<file path="src/design/sorted_delay_timer_queue_top_defines.svh">
// assertion helpers used by the timer queue top module
`ifndef SORTED_DELAY_TIMER_QUEUE_TOP_DEFINES_SVH
`define SORTED_DELAY_TIMER_QUEUE_TOP_DEFINES_SVH

// property checked on every rising clock edge outside reset
`define SDTQ_ASSERT(lbl, prop, msg) \
  lbl: assert property (@(posedge clk_i) disable iff (!rst_ni) (prop)) else $error(msg);

// condition in one cycle implies a condition in the next
`define SDTQ_ASSERT_NEXT(lbl, pre, post, msg) \
  lbl: assert property (@(posedge clk_i) disable iff (!rst_ni) (pre) |=> (post)) \
    else $error(msg);

`endif

</file>
<file path="src/design/sdtq_pkg.sv">
package sdtq_pkg;

  localparam int HandleW = 8;
  localparam int DelayW  = 16;
  localparam int KindW   = 3;
  localparam int MaxFire = 16;
  localparam int FIdxW   = $clog2(MaxFire);
  localparam int FCntW   = $clog2(MaxFire + 1);

  typedef enum logic [1:0] {
    ModeInsert = 2'd0,
    ModeRemove = 2'd1,
    ModeExpire = 2'd2
  } mode_e;

  typedef enum logic [KindW-1:0] {
    KindAck   = 3'd0,
    KindArmed = 3'd1,
    KindFired = 3'd2,
    KindFull  = 3'd3,
    KindEmpty = 3'd4
  } kind_e;

  typedef enum logic [2:0] {
    OpHold   = 3'd0,
    OpInsert = 3'd1,
    OpPull   = 3'd2,
    OpKill   = 3'd3,
    OpPack   = 3'd4,
    OpSub    = 3'd5
  } cell_op_e;

  typedef enum logic [2:0] {
    StIdle = 3'd0,
    StResp = 3'd1,
    StPack = 3'd2,
    StFire = 3'd3,
    StEmit = 3'd4
  } state_e;

  // broadcast to every cell
  typedef struct packed {
    cell_op_e            op;
    logic [HandleW-1:0]  handle;
    logic [DelayW-1:0]   value;
  } cell_cmd_t;

  // cell contents seen by the right neighbor
  typedef struct packed {
    logic                occ;
    logic                ge;
    logic [HandleW-1:0]  handle;
    logic [DelayW-1:0]   delay;
  } cell_fwd_t;

  // cell contents seen by the left neighbor
  typedef struct packed {
    logic                occ;
    logic [HandleW-1:0]  handle;
    logic [DelayW-1:0]   delay;
  } cell_bwd_t;

endpackage

</file>
<file path="src/design/sdtq_cell.sv">
module sdtq_cell import sdtq_pkg::*; (
  input  logic      clk_i,
  input  logic      rst_ni,
  input  cell_cmd_t cmd_i,
  input  cell_fwd_t left_i,
  input  cell_bwd_t right_i,
  output cell_fwd_t fwd_o,
  output cell_bwd_t bwd_o,
  output logic      gap_o
);

  logic               occ_q, occ_d;
  logic [HandleW-1:0] handle_q, handle_d;
  logic [DelayW-1:0]  delay_q, delay_d;
  logic               ge;

  assign ge    = occ_q && (delay_q >= cmd_i.value);
  assign fwd_o = '{occ: occ_q, ge: ge, handle: handle_q, delay: delay_q};
  assign bwd_o = '{occ: occ_q, handle: handle_q, delay: delay_q};
  // an empty slot with an entry to its right still has to close up
  assign gap_o = !occ_q && right_i.occ;

  always_comb begin
    occ_d    = occ_q;
    handle_d = handle_q;
    delay_d  = delay_q;
    case (cmd_i.op)
      OpInsert: begin
        if (left_i.ge) begin
          occ_d    = 1'b1;
          handle_d = left_i.handle;
          delay_d  = left_i.delay;
        end else if (left_i.occ && (!occ_q || ge)) begin
          occ_d    = 1'b1;
          handle_d = cmd_i.handle;
          delay_d  = cmd_i.value;
        end
      end
      OpPull: begin
        occ_d    = right_i.occ;
        handle_d = right_i.handle;
        delay_d  = right_i.delay;
      end
      OpKill: begin
        if (occ_q && (handle_q == cmd_i.handle)) begin
          occ_d = 1'b0;
        end
      end
      OpPack: begin
        if (!occ_q && right_i.occ) begin
          occ_d    = 1'b1;
          handle_d = right_i.handle;
          delay_d  = right_i.delay;
        end else if (occ_q && !left_i.occ) begin
          occ_d = 1'b0;
        end
      end
      OpSub: begin
        delay_d = delay_q - cmd_i.value;
      end
      default: begin
      end
    endcase
  end

  always_ff @(posedge clk_i or negedge rst_ni) begin
    if (!rst_ni) begin
      occ_q <= 1'b0;
    end else begin
      occ_q <= occ_d;
    end
  end

  always_ff @(posedge clk_i) begin
    handle_q <= handle_d;
    delay_q  <= delay_d;
  end

endmodule

</file>
<file path="src/design/sorted_delay_timer_queue_top.sv">
// Sorted timer queue: up to DEPTH pending timers, each a handle and a remaining delay, kept in
// ascending delay order in a row of cells. One item is worked on at a time; in_stall_o is low
// only while the block is idle. An insert or an unused mode is accepted, then the result is
// loaded into the output register. A remove clears every matching cell on accept, then closes
// the holes one cell per cycle until the row is seen packed. An expire fires the due entries,
// at most 16, shifting their handles out of the head cell one by one, subtracts the fired delay
// from the remaining entries, then hands out the fired items, one per cycle while the output is
// not stalled, through the single output register. An expire on an empty queue reports empty.
// A stalled output holds up both the single results and the handout of fired items.
`include "sorted_delay_timer_queue_top_defines.svh"

module sorted_delay_timer_queue_top import sdtq_pkg::*; #(
  parameter int DEPTH = 16
) (
  input  logic               clk_i,
  input  logic               rst_ni,
  input  logic               in_valid_i,
  output logic               in_stall_o,
  input  logic [1:0]         mode_i,
  input  logic [HandleW-1:0] handle_i,
  input  logic [DelayW-1:0]  delay_ms_i,
  output logic               out_valid_o,
  input  logic               out_stall_i,
  output logic [KindW-1:0]   kind_o,
  output logic [HandleW-1:0] fired_handle_o,
  output logic [DelayW-1:0]  next_delay_ms_o,
  output logic               busy_res_o,
  output logic               last_o
);

  // cell row
  cell_cmd_t  cmd;
  cell_fwd_t  fwd [DEPTH];
  cell_bwd_t  bwd [DEPTH];
  logic [DEPTH-1:0] gap;
  logic [DEPTH-1:0] occ;

  for (genvar i = 0; i < DEPTH; i++) begin : g_cell
    cell_fwd_t left;
    cell_bwd_t right;
    if (i == 0) begin : g_first
      // virtual occupied cell below every delay
      assign left = '{occ: 1'b1, ge: 1'b0, handle: '0, delay: '0};
    end else begin : g_mid
      assign left = fwd[i-1];
    end
    if (i == DEPTH - 1) begin : g_last
      assign right = '{occ: 1'b0, handle: '0, delay: '0};
    end else begin : g_inner
      assign right = bwd[i+1];
    end
    sdtq_cell u_cell (
      .clk_i   (clk_i),
      .rst_ni  (rst_ni),
      .cmd_i   (cmd),
      .left_i  (left),
      .right_i (right),
      .fwd_o   (fwd[i]),
      .bwd_o   (bwd[i]),
      .gap_o   (gap[i])
    );
    assign occ[i] = fwd[i].occ;
  end

  // control
  state_e             state_q, state_d;
  logic               running_q, running_d;
  kind_e              kind_q, kind_d;
  logic [HandleW-1:0] key_q, key_d;
  logic [DelayW-1:0]  hd_q, hd_d;
  logic [FCntW-1:0]   fcnt_q, fcnt_d;
  logic [HandleW-1:0] fbuf_q [MaxFire];

  // output register
  logic               out_valid_q, out_valid_d;
  logic [KindW-1:0]   okind_q, okind_d;
  logic [HandleW-1:0] ohandle_q, ohandle_d;
  logic [DelayW-1:0]  odelay_q, odelay_d;
  logic               obusy_q, obusy_d;
  logic               olast_q, olast_d;

  logic               accept, out_free, load, push, pop, fire_ok, gap_any;
  logic [DelayW-1:0]  head_delay;

  assign in_stall_o = (state_q != StIdle);
  assign accept     = in_valid_i && !in_stall_o;
  assign out_free   = !out_valid_q || !out_stall_i;
  assign gap_any    = |gap;
  assign head_delay = fwd[0].occ ? fwd[0].delay : '0;
  // head still due and room left in the fired list
  assign fire_ok    = fwd[0].occ && (fwd[0].delay == hd_q) && (fcnt_q < FCntW'(MaxFire));

  always_comb begin
    state_d   = state_q;
    running_d = running_q;
    kind_d    = kind_q;
    key_d     = key_q;
    hd_d      = hd_q;
    fcnt_d    = fcnt_q;
    cmd       = '{op: OpHold, handle: key_q, value: hd_q};
    load      = 1'b0;
    push      = 1'b0;
    pop       = 1'b0;
    okind_d   = okind_q;
    ohandle_d = ohandle_q;
    odelay_d  = odelay_q;
    obusy_d   = obusy_q;
    olast_d   = olast_q;
    case (state_q)
      StIdle: begin
        if (accept) begin
          key_d = handle_i;
          case (mode_e'(mode_i))
            ModeInsert: begin
              state_d = StResp;
              if (occ[DEPTH-1]) begin
                kind_d = KindFull;
              end else begin
                cmd       = '{op: OpInsert, handle: handle_i, value: delay_ms_i};
                kind_d    = running_q ? KindAck : KindArmed;
                running_d = 1'b1;
              end
            end
            ModeRemove: begin
              cmd     = '{op: OpKill, handle: handle_i, value: delay_ms_i};
              kind_d  = KindAck;
              state_d = StPack;
            end
            ModeExpire: begin
              if (!fwd[0].occ) begin
                running_d = 1'b0;
                kind_d    = KindEmpty;
                state_d   = StResp;
              end else begin
                hd_d    = fwd[0].delay;
                fcnt_d  = '0;
                state_d = StFire;
              end
            end
            default: begin
              kind_d  = KindAck;
              state_d = StResp;
            end
          endcase
        end
      end
      StPack: begin
        cmd.op = OpPack;
        if (!gap_any) begin
          state_d = StResp;
        end
      end
      StFire: begin
        if (fire_ok) begin
          cmd.op = OpPull;
          push   = 1'b1;
          fcnt_d = fcnt_q + 1'b1;
        end else begin
          // rebase the remaining entries on the fired delay
          cmd.op    = OpSub;
          running_d = fwd[0].occ;
          state_d   = StEmit;
        end
      end
      StEmit: begin
        if (out_free) begin
          load      = 1'b1;
          pop       = 1'b1;
          okind_d   = KindFired;
          ohandle_d = fbuf_q[0];
          odelay_d  = head_delay;
          obusy_d   = running_q;
          olast_d   = (fcnt_q == FCntW'(1));
          fcnt_d    = fcnt_q - 1'b1;
          if (fcnt_q == FCntW'(1)) begin
            state_d = StIdle;
          end
        end
      end
      StResp: begin
        if (out_free) begin
          load      = 1'b1;
          okind_d   = kind_q;
          ohandle_d = key_q;
          odelay_d  = head_delay;
          obusy_d   = running_q;
          olast_d   = 1'b1;
          state_d   = StIdle;
        end
      end
      default: begin
        state_d = StIdle;
      end
    endcase
  end

  always_comb begin
    if (load) begin
      out_valid_d = 1'b1;
    end else if (!out_stall_i) begin
      out_valid_d = 1'b0;
    end else begin
      out_valid_d = out_valid_q;
    end
  end

  always_ff @(posedge clk_i or negedge rst_ni) begin
    if (!rst_ni) begin
      state_q     <= StIdle;
      running_q   <= 1'b0;
      fcnt_q      <= '0;
      out_valid_q <= 1'b0;
    end else begin
      state_q     <= state_d;
      running_q   <= running_d;
      fcnt_q      <= fcnt_d;
      out_valid_q <= out_valid_d;
    end
  end

  always_ff @(posedge clk_i) begin
    kind_q    <= kind_d;
    key_q     <= key_d;
    hd_q      <= hd_d;
    okind_q   <= okind_d;
    ohandle_q <= ohandle_d;
    odelay_q  <= odelay_d;
    obusy_q   <= obusy_d;
    olast_q   <= olast_d;
  end

  // fired handles, filled from the head cell and drained in order
  always_ff @(posedge clk_i) begin
    if (push) begin
      fbuf_q[fcnt_q[FIdxW-1:0]] <= fwd[0].handle;
    end else if (pop) begin
      for (int k = 0; k < MaxFire - 1; k++) begin
        fbuf_q[k] <= fbuf_q[k+1];
      end
    end
  end

  assign out_valid_o     = out_valid_q;
  assign kind_o          = okind_q;
  assign fired_handle_o  = ohandle_q;
  assign next_delay_ms_o = odelay_q;
  assign busy_res_o      = obusy_q;
  assign last_o          = olast_q;

  `SDTQ_ASSERT(a_occ_packed, (state_q == StIdle) |-> ((occ & (occ + DEPTH'(1))) == '0), "occupied cells not packed at head")
  `SDTQ_ASSERT(a_fcnt_bound, fcnt_q <= FCntW'(MaxFire), "fired count beyond limit")
  `SDTQ_ASSERT(a_emit_pending, (state_q == StEmit) |-> (fcnt_q != '0), "emit with no fired handle")
  `SDTQ_ASSERT_NEXT(a_fire_done, (state_q == StFire) && !fire_ok, state_q == StEmit, "fire phase did not hand over")

endmodule

</file>
<file path="config.mk">
export PLATFORM = sky130hd
export DESIGN_NAME = sorted_delay_timer_queue_top
export DESIGN_NICKNAME = d
export VERILOG_FILES = /design/src/design/sdtq_pkg.sv /design/src/design/sdtq_cell.sv /design/src/design/sorted_delay_timer_queue_top.sv
export VERILOG_INCLUDE_DIRS = /design/src /design/src/design
export SDC_FILE = /design/constraint.sdc
export NUM_CORES = 2
export LEC_CHECK = 0
export BUFFER_PORTS_ARGS = -buffer_cell sky130_fd_sc_hd__buf_2
export CAP_MARGIN = 20
export CORE_MARGIN = 10
export CORE_UTILIZATION = 65
export DETAILED_ROUTE_END_ITERATION = 8
export PLACE_DENSITY_LB_ADDON = 0.08
export SYNTH_ARGS = -nofsm -noshare
export SYNTH_HDL_FRONTEND = slang
export SYNTH_SLANG_ARGS = --single-unit
</file>
<file path="constraint.sdc">
create_clock -name clk_i -period 16 [get_ports clk_i]
set_input_delay 3.2 -clock clk_i [delete_from_list [all_inputs] [get_ports clk_i]]
set_output_delay 3.2 -clock clk_i [all_outputs]
set_load 0.01 [all_outputs]
</file>
* Word level (Yosys, flattened, before mapping)
Memory sizes are Yosys's and may differ from the RTL's. Cells that the tools add are included.
Cells by class: add/subtract/negate cells 18, $mul 0, divide/modulo/power cells 0, magnitude comparators 17, equality and inequality tests 104, shift operators 0, multiplexer cells 272, bitwise operators 0, reduce and logical (&&, ||, !) cells 171
Operators with widths (count):
- $pmux 16 s4 | 15
- $mux 16 | 46
- $mux 8 | 49
- $pmux 8 s3 | 15
- $ge 16x16->1 | 16
- $sub 16x16->16 | 16
- $eq 8x8->1 | 16
- $mux 1 | 97
- $reduce_and 3->1 | 32
- $ne 3x1->1 const B | 30
- $ne 2x1->1 const B | 35
- $reduce_and 4->1 | 17
- $logic_and 1x1->1 | 65
- $pmux 1 s4 | 16
- $pmux 26 s2 | 1
- $pmux 16 s3 | 1
- $pmux 8 s2 | 2
- $mux 3 | 10
- $mux 26 | 1
- $mux 25 | 1
- $mux 5 | 5
- $mux 24 | 1
- $logic_not 1->1 | 19
- $reduce_and 6->1 | 3
- other kinds (30) | 73
Storage, ports and cells: register bits after elaboration 466, bits in latches 0, bits in writable memories 128, bits in read-only memories 0, input bits 30, output and inout port bits 31, logic and storage cells 643, memories 1
Memories:
- fbuf_q | depth 16, width 8, rd ports 16, clocked after memory_dff 0, wr ports 15, RTL line sorted_delay_timer_queue_top.sv:72 | logic [HandleW-1:0] fbuf_q [MaxFire];

* Depth between registers and ports, before layout
depth in word-level cells 12, mapped depth 21, depth with buffers taken out 18

* Hierarchy
From an unflattened synthesis, not the netlist that was laid out.
Unflattened totals: cells, all modules 5455, area total of the unflattened synthesis 50674.9 sq um
Modules (own cells, without submodules):
- sdtq_cell at g_cell[0].u_cell ... | times used 5, cells each 304, area each 2640.0 sq um, seq. area each 745.7 sq um
- sdtq_cell at g_cell[1].u_cell ... | times used 5, cells each 303, area each 2623.8 sq um, seq. area each 745.7 sq um
- sorted_delay_timer_queue_top | times used 1, cells each 584, area each 8434.3 sq um, seq. area each 5775.5 sq um
- sdtq_cell at g_cell[6].u_cell ... | times used 3, cells each 301, area each 2630.0 sq um, seq. area each 745.7 sq um
- sdtq_cell at g_cell[10].u_cell | times used 1, cells each 304, area each 2682.6 sq um, seq. area each 745.7 sq um
- sdtq_cell at g_cell[9].u_cell | times used 1, cells each 317, area each 2678.8 sq um, seq. area each 745.7 sq um
- sdtq_cell at g_cell[15].u_cell | times used 1, cells each 312, area each 2670.1 sq um, seq. area each 745.7 sq um

* Worst setup path after synthesis
Ideal clock, no wire load.
path type input-to-reg, start point input mode_i[0], end point register g_cell[12].u_cell.delay_q[0] (enable), arrival 8.313 ns, required time 15.591 ns, path slack 7.277 ns, cell stages on the path 17, buffers on the path 3, cells stage by stage inv_1 ha_1 nor2b_1 clkbuf_1 o21ai_1 clkbuf_1 a22o_1 clkinv_1 clkbuf_1 ha_1 nand4_1 nor4_1 a21oi_1 a21oi_1 o31ai_1 and3_1 nor3_1
Between the ends: cells in the longest elaborated chain, start to end 10, elaborated cells between the ends (all ways) 20, those cells by class order compare: 2; eq/ne: 7; mux: 4; reduce/logical: 7
Ends and longest elaborated chain:
- start: declaration | RTL line sorted_delay_timer_queue_top.sv:19 | input logic [1:0] mode_i,
- $eq 2x1->1 / $logic_not 2->1 (equally long branches) | RTL line sorted_delay_timer_queue_top.sv:113 | case (mode_e'(mode_i))
- $pmux 26 s2 * | RTL line sorted_delay_timer_queue_top.sv:113
- $mux 26 * | RTL line sorted_delay_timer_queue_top.sv:111 | if (accept) begin
- $mux 24 | RTL line sorted_delay_timer_queue_top.sv:109 | case (state_q)
- $ge 16x16->1 | RTL line sdtq_cell.sv:17 | assign ge = occ_q && (delay_q >= cmd_i.value);
- $logic_and 1x1->1 | RTL line sdtq_cell.sv:17
- $logic_or 1x1->1 | RTL line sdtq_cell.sv:33 | end else if (left_i.occ && (!occ_q || ge)) begin
- $logic_and 1x1->1 | RTL line sdtq_cell.sv:33
- $ne 3x1->1 (no line)
- $reduce_and 3->1 (no line) *
- end signal: assignment | RTL line sdtq_cell.sv:76 | delay_q <= delay_d;
- end: declaration | RTL line sdtq_cell.sv:14 | logic [DelayW-1:0] delay_q, delay_d;
Every way passes the cells marked *; elsewhere a longest branch is shown, timed or not. A chain may end at the register's enable or synchronous reset.

* Worst setup path after layout
start point input mode_i[1], end point register g_cell[14].u_cell.delay_q[13], data pin
Between the ends: cells in the longest elaborated chain, start to end 8, elaborated cells between the ends (all ways) 16, those cells by class add/sub: 1; order compare: 1; eq/ne: 5; mux: 7; reduce/logical: 2
Ends and longest elaborated chain:
- $eq 2x1->1 / $logic_not 2->1 (equally long branches) | RTL line sorted_delay_timer_queue_top.sv:113
- $pmux 26 s2 * | RTL line sorted_delay_timer_queue_top.sv:113
- $mux 26 * | RTL line sorted_delay_timer_queue_top.sv:111
- $mux 24 | RTL line sorted_delay_timer_queue_top.sv:109
- $ge 16x16->1 | RTL line sdtq_cell.sv:17
- $logic_and 1x1->1 | RTL line sdtq_cell.sv:17
- $mux 16 | RTL line sdtq_cell.sv:29 | if (left_i.ge) begin
- $pmux 16 s4 * | RTL line sdtq_cell.sv:27 | case (cmd_i.op)
- via g_cell[14].u_cell.delay_d[13] | RTL line sdtq_cell.sv:14
- end signal: assignment | RTL line sdtq_cell.sv:76
- end: declaration | RTL line sdtq_cell.sv:14
The timed path passes the listed nets; every way through them passes the cells marked *. The select of a mux whose other input is x is not followed.

==> impl_metrics.env <==
export IMPL_min_path_type="reg2reg"
export IMPL_portBuffers=60
export IMPL_hold_buffers=0
export IMPL_post_dp_hpwl_mm=95.7
export IMPL_layout_setup_ws_ns=7.02
export IMPL_overflow=0
export IMPL_power_total_mw=12.0
export IMPL_antenna_left=0
export IMPL_firstDrtPassIters=6
export IMPL_num_nets_final=4823
export IMPL_rows=94
export IMPL_chipHeight_um=277
export IMPL_root_buffer="clkbuf_16"
export IMPL_crit_path_start="mode_i[1]"
export IMPL_worst_slew_pin_slew_ns=1.17
export IMPL_cts_num_sinks=594
export IMPL_routed_via_count=37631
export IMPL_cap_violations=0
export IMPL_start_kind="input pin"
export IMPL_maxSlewHeadroom_pct=21.9
export IMPL_fin_tns_setup_ns=0
export IMPL_drt_wl_total_mm=136
export IMPL_dp_slack_ns=6.52
export IMPL_yosysUniqueCellTypes=80
export IMPL_antenna_found_initial=3
export IMPL_vdd_ir_drop_max_mv=0.175
export IMPL_arrival_ns=9.32
export IMPL_postCtsSetupRepairBufs=0
export IMPL_min_period_ns=8.98
export IMPL_synth_nets=4878
export IMPL_clock_skew_ns=0.0315
export IMPL_grt_max_degree=208
export IMPL_track_usage_pct=34.0
export IMPL_grt_pass1_wl_mm=207
export IMPL_antennaDiodeCount=0
export IMPL_die_x_um=277
export IMPL_yosys_cell_count_top_type="edfxtp_1"
export IMPL_worstPathMaxFanout=31
export IMPL_wire_per_inst_um=25.1
export IMPL_end_kind="register"
export IMPL_finalHoldViolCount=0
export IMPL_drc=0
export IMPL_cp_required_ns=16.35
export IMPL_synth_top_area_share_pct=39.7
export IMPL_power_density_nw_per_um2=258
export IMPL_max_freq_ghz=0.111
export IMPL_seq_area_frac_synth_pct=41.2
export IMPL_fin_crit_sh_pct=56.1
export IMPL_crit_type="in2reg"
export IMPL_synth_top_area_cell="edfxtp_1"
export IMPL_min_from="running_q"
export IMPL_cts_resized=0
export IMPL_synth_edf_count=568
export IMPL_synth_async_reset_ratio_pct=4.38
export IMPL_drive_gt1_share_pct=7.11
export IMPL_clkSlewWorstSetupHoldPaths_ns=0.06
export IMPL_routabilityCongestion=0.971
export IMPL_ctsHtreeMaxLevel=3
export IMPL_placed_cells=5295
export IMPL_syn_area_per_cell_um2=9.41
export IMPL_ys_flop_type="edfxtp_1"
export IMPL_cts_buffers=70
export IMPL_drtIter0Drc=5132
export IMPL_initial_core_util_pct=65.5
export IMPL_die_area_um2=76800
export IMPL_maxSlewViolCount=0
export IMPL_leakagePower_nw=18.0
export IMPL_worstSkewPairLatency_ns=0.63
export IMPL_fin_cells=5432
export IMPL_syn_cell_area_um2=43000
export IMPL_area_delta_synth_final_pct=8.39
export IMPL_r2r_slack_ns=9.63
export IMPL_cts_tree="done"
export IMPL_r2r_start="state_q[2]"
export IMPL_grt_pass1_vias=34667
export IMPL_synthCells=4568
export IMPL_cts_max_path_buffers=3
export IMPL_final_setup_viol_count=0
export IMPL_io_pins=61
export IMPL_rsz0062_at_grt="no"
export IMPL_ys_ff_latch=594
export IMPL_outcome="complete, no violations"
export IMPL_yosys_warnings=0
export IMPL_core_area_um2=65600
export IMPL_synthTopCellsByArea="edfxtp_1, ha_1, o21ai_0, nor2_1, a21oi_1"
export IMPL_vias_per_cell=6.93
export IMPL_ys_top_cells_by_count="edfxtp_1, nor2_1, o21ai_0, nand2_1, a21oi_1"
## registers in the layout, indices dropped and copies added, names as in the netlist
| register | cells |
|---|---|
| g_cell.u_cell.delay_q | 256 |
| fbuf_q | 128 |
| g_cell.u_cell.handle_q | 128 |
| g_cell.u_cell.occ_q | 16 |
| hd_q | 16 |
| next_delay_ms_o | 16 |
| fired_handle_o | 8 |
| key_q | 8 |
| fcnt_q | 5 |
| kind_o | 3 |
| kind_q | 3 |
| state_q | 3 |
| busy_res_o | 1 |
| last_o | 1 |
| out_valid_o | 1 |
| running_q | 1 |
## per-stage QoR
step                area, um^2  hold slack, ns  utilization (%)
floorplan                43000           0.442                -
global placement         44200           0.461             67.3
detailed placement       44200           0.466             67.3
CTS                      46500           0.475             70.8
global route             46600           0.490             71.0
finish                   46600           0.478             71.0
## per-layer routing
layer | part of all wire, % | vias to the layer above | wire length [um] | global-route usage [%]
met2 | 41 | 2453 | 56300 | 48.1
met1 | 42 | 17770 | 57000 | 49.9
met4 | 4.1 | 0 | 5620 | 13.1
met3 | 13 | 325 | 17300 | 7.57
met5 | 0 | - | 0 | 0
li1 | - | 17083 | - | -
## worst paths after layout
kind                       depth (start not counted)                       endpoint
setup reg to reg                                  18   g_cell[7].u_cell.handle_q[3]
setup / recovery                                  21  g_cell[14].u_cell.delay_q[13]
min in group asynchronous                          1        g_cell[10].u_cell.occ_q
hold reg to reg                                    0                     busy_res_o
hold / removal                                     0                     busy_res_o
max in group asynchronous                          1                     state_q[2]
## layout by cell type (no fill, tap or decap), types with 72 or more instances in the layout
master and instances:
buf_4 91, a211oi_1 80, a21o_1 167, inv_1 98
a22oi_1 101, a21oi_1 316, nor3_1 81, clkbuf_16 72
xnor2_1 176, edfxtp_1 568, nor2_1 493, xor2_1 138
nand2_1 363, nand2b_1 72, mux2i_1 117, ha_1 264
o21ai_0 381, o211ai_1 76
## cell families (layout without fill, tap and decap cells)
logic type	count (synthesis)	after routing	synth area share, %
and+or+nand+nor	1329	1329	14.0
xor gates and xnor gates	314	314	6.40
AOI/OAI and AO/OA	1520	1520	23.1
DFF	594	594	41.2
adders and majority gates	280	280	8.43
buffers and inverters	388	388	3.48
muxes	143	143	3.41
## worst max-delay path, stage by stage
cell      delay [ns]
buf_2           0.12
inv_1           0.09
ha_1            0.36
nor2b_1         0.70
nor2_1          0.11
nor2_2          0.11
buf_4           0.31
a22o_1          0.22
buf_4           0.34
clkinv_1        0.58
buf_4           0.43
ha_1            0.32
nand4_1         0.07
nor2_1          0.06
o41ai_1         0.49
nand2_1         0.17
o21ai_2         0.57
buf_4           0.42
mux2_2          0.38
a22oi_1         0.13
o21ai_0         0.11
## report_power, final
group / internal (mW) / switching (mW) / total, mW
Clock: 0.948 / 0.691 / 1.64
Sequential: 2.82 / 0.735 / 3.55
Combinational: 2.70 / 4.15 / 6.85
Total: 6.47 / 5.58 / 12.0
## area by class of cell
cell class / instances / area (um^2)
fillers: 5062 / 19000
multi-input cells: 3586 / 24000
well taps: 864 / 1080
clock buffers: 88 / 1900
clock inverters: 39 / 405
inverters: 100 / 388
repair buffers: 161 / 1130
flip-flops and latches: 594 / 17700
No activity file was read; power rests on OpenSTA's default activity.
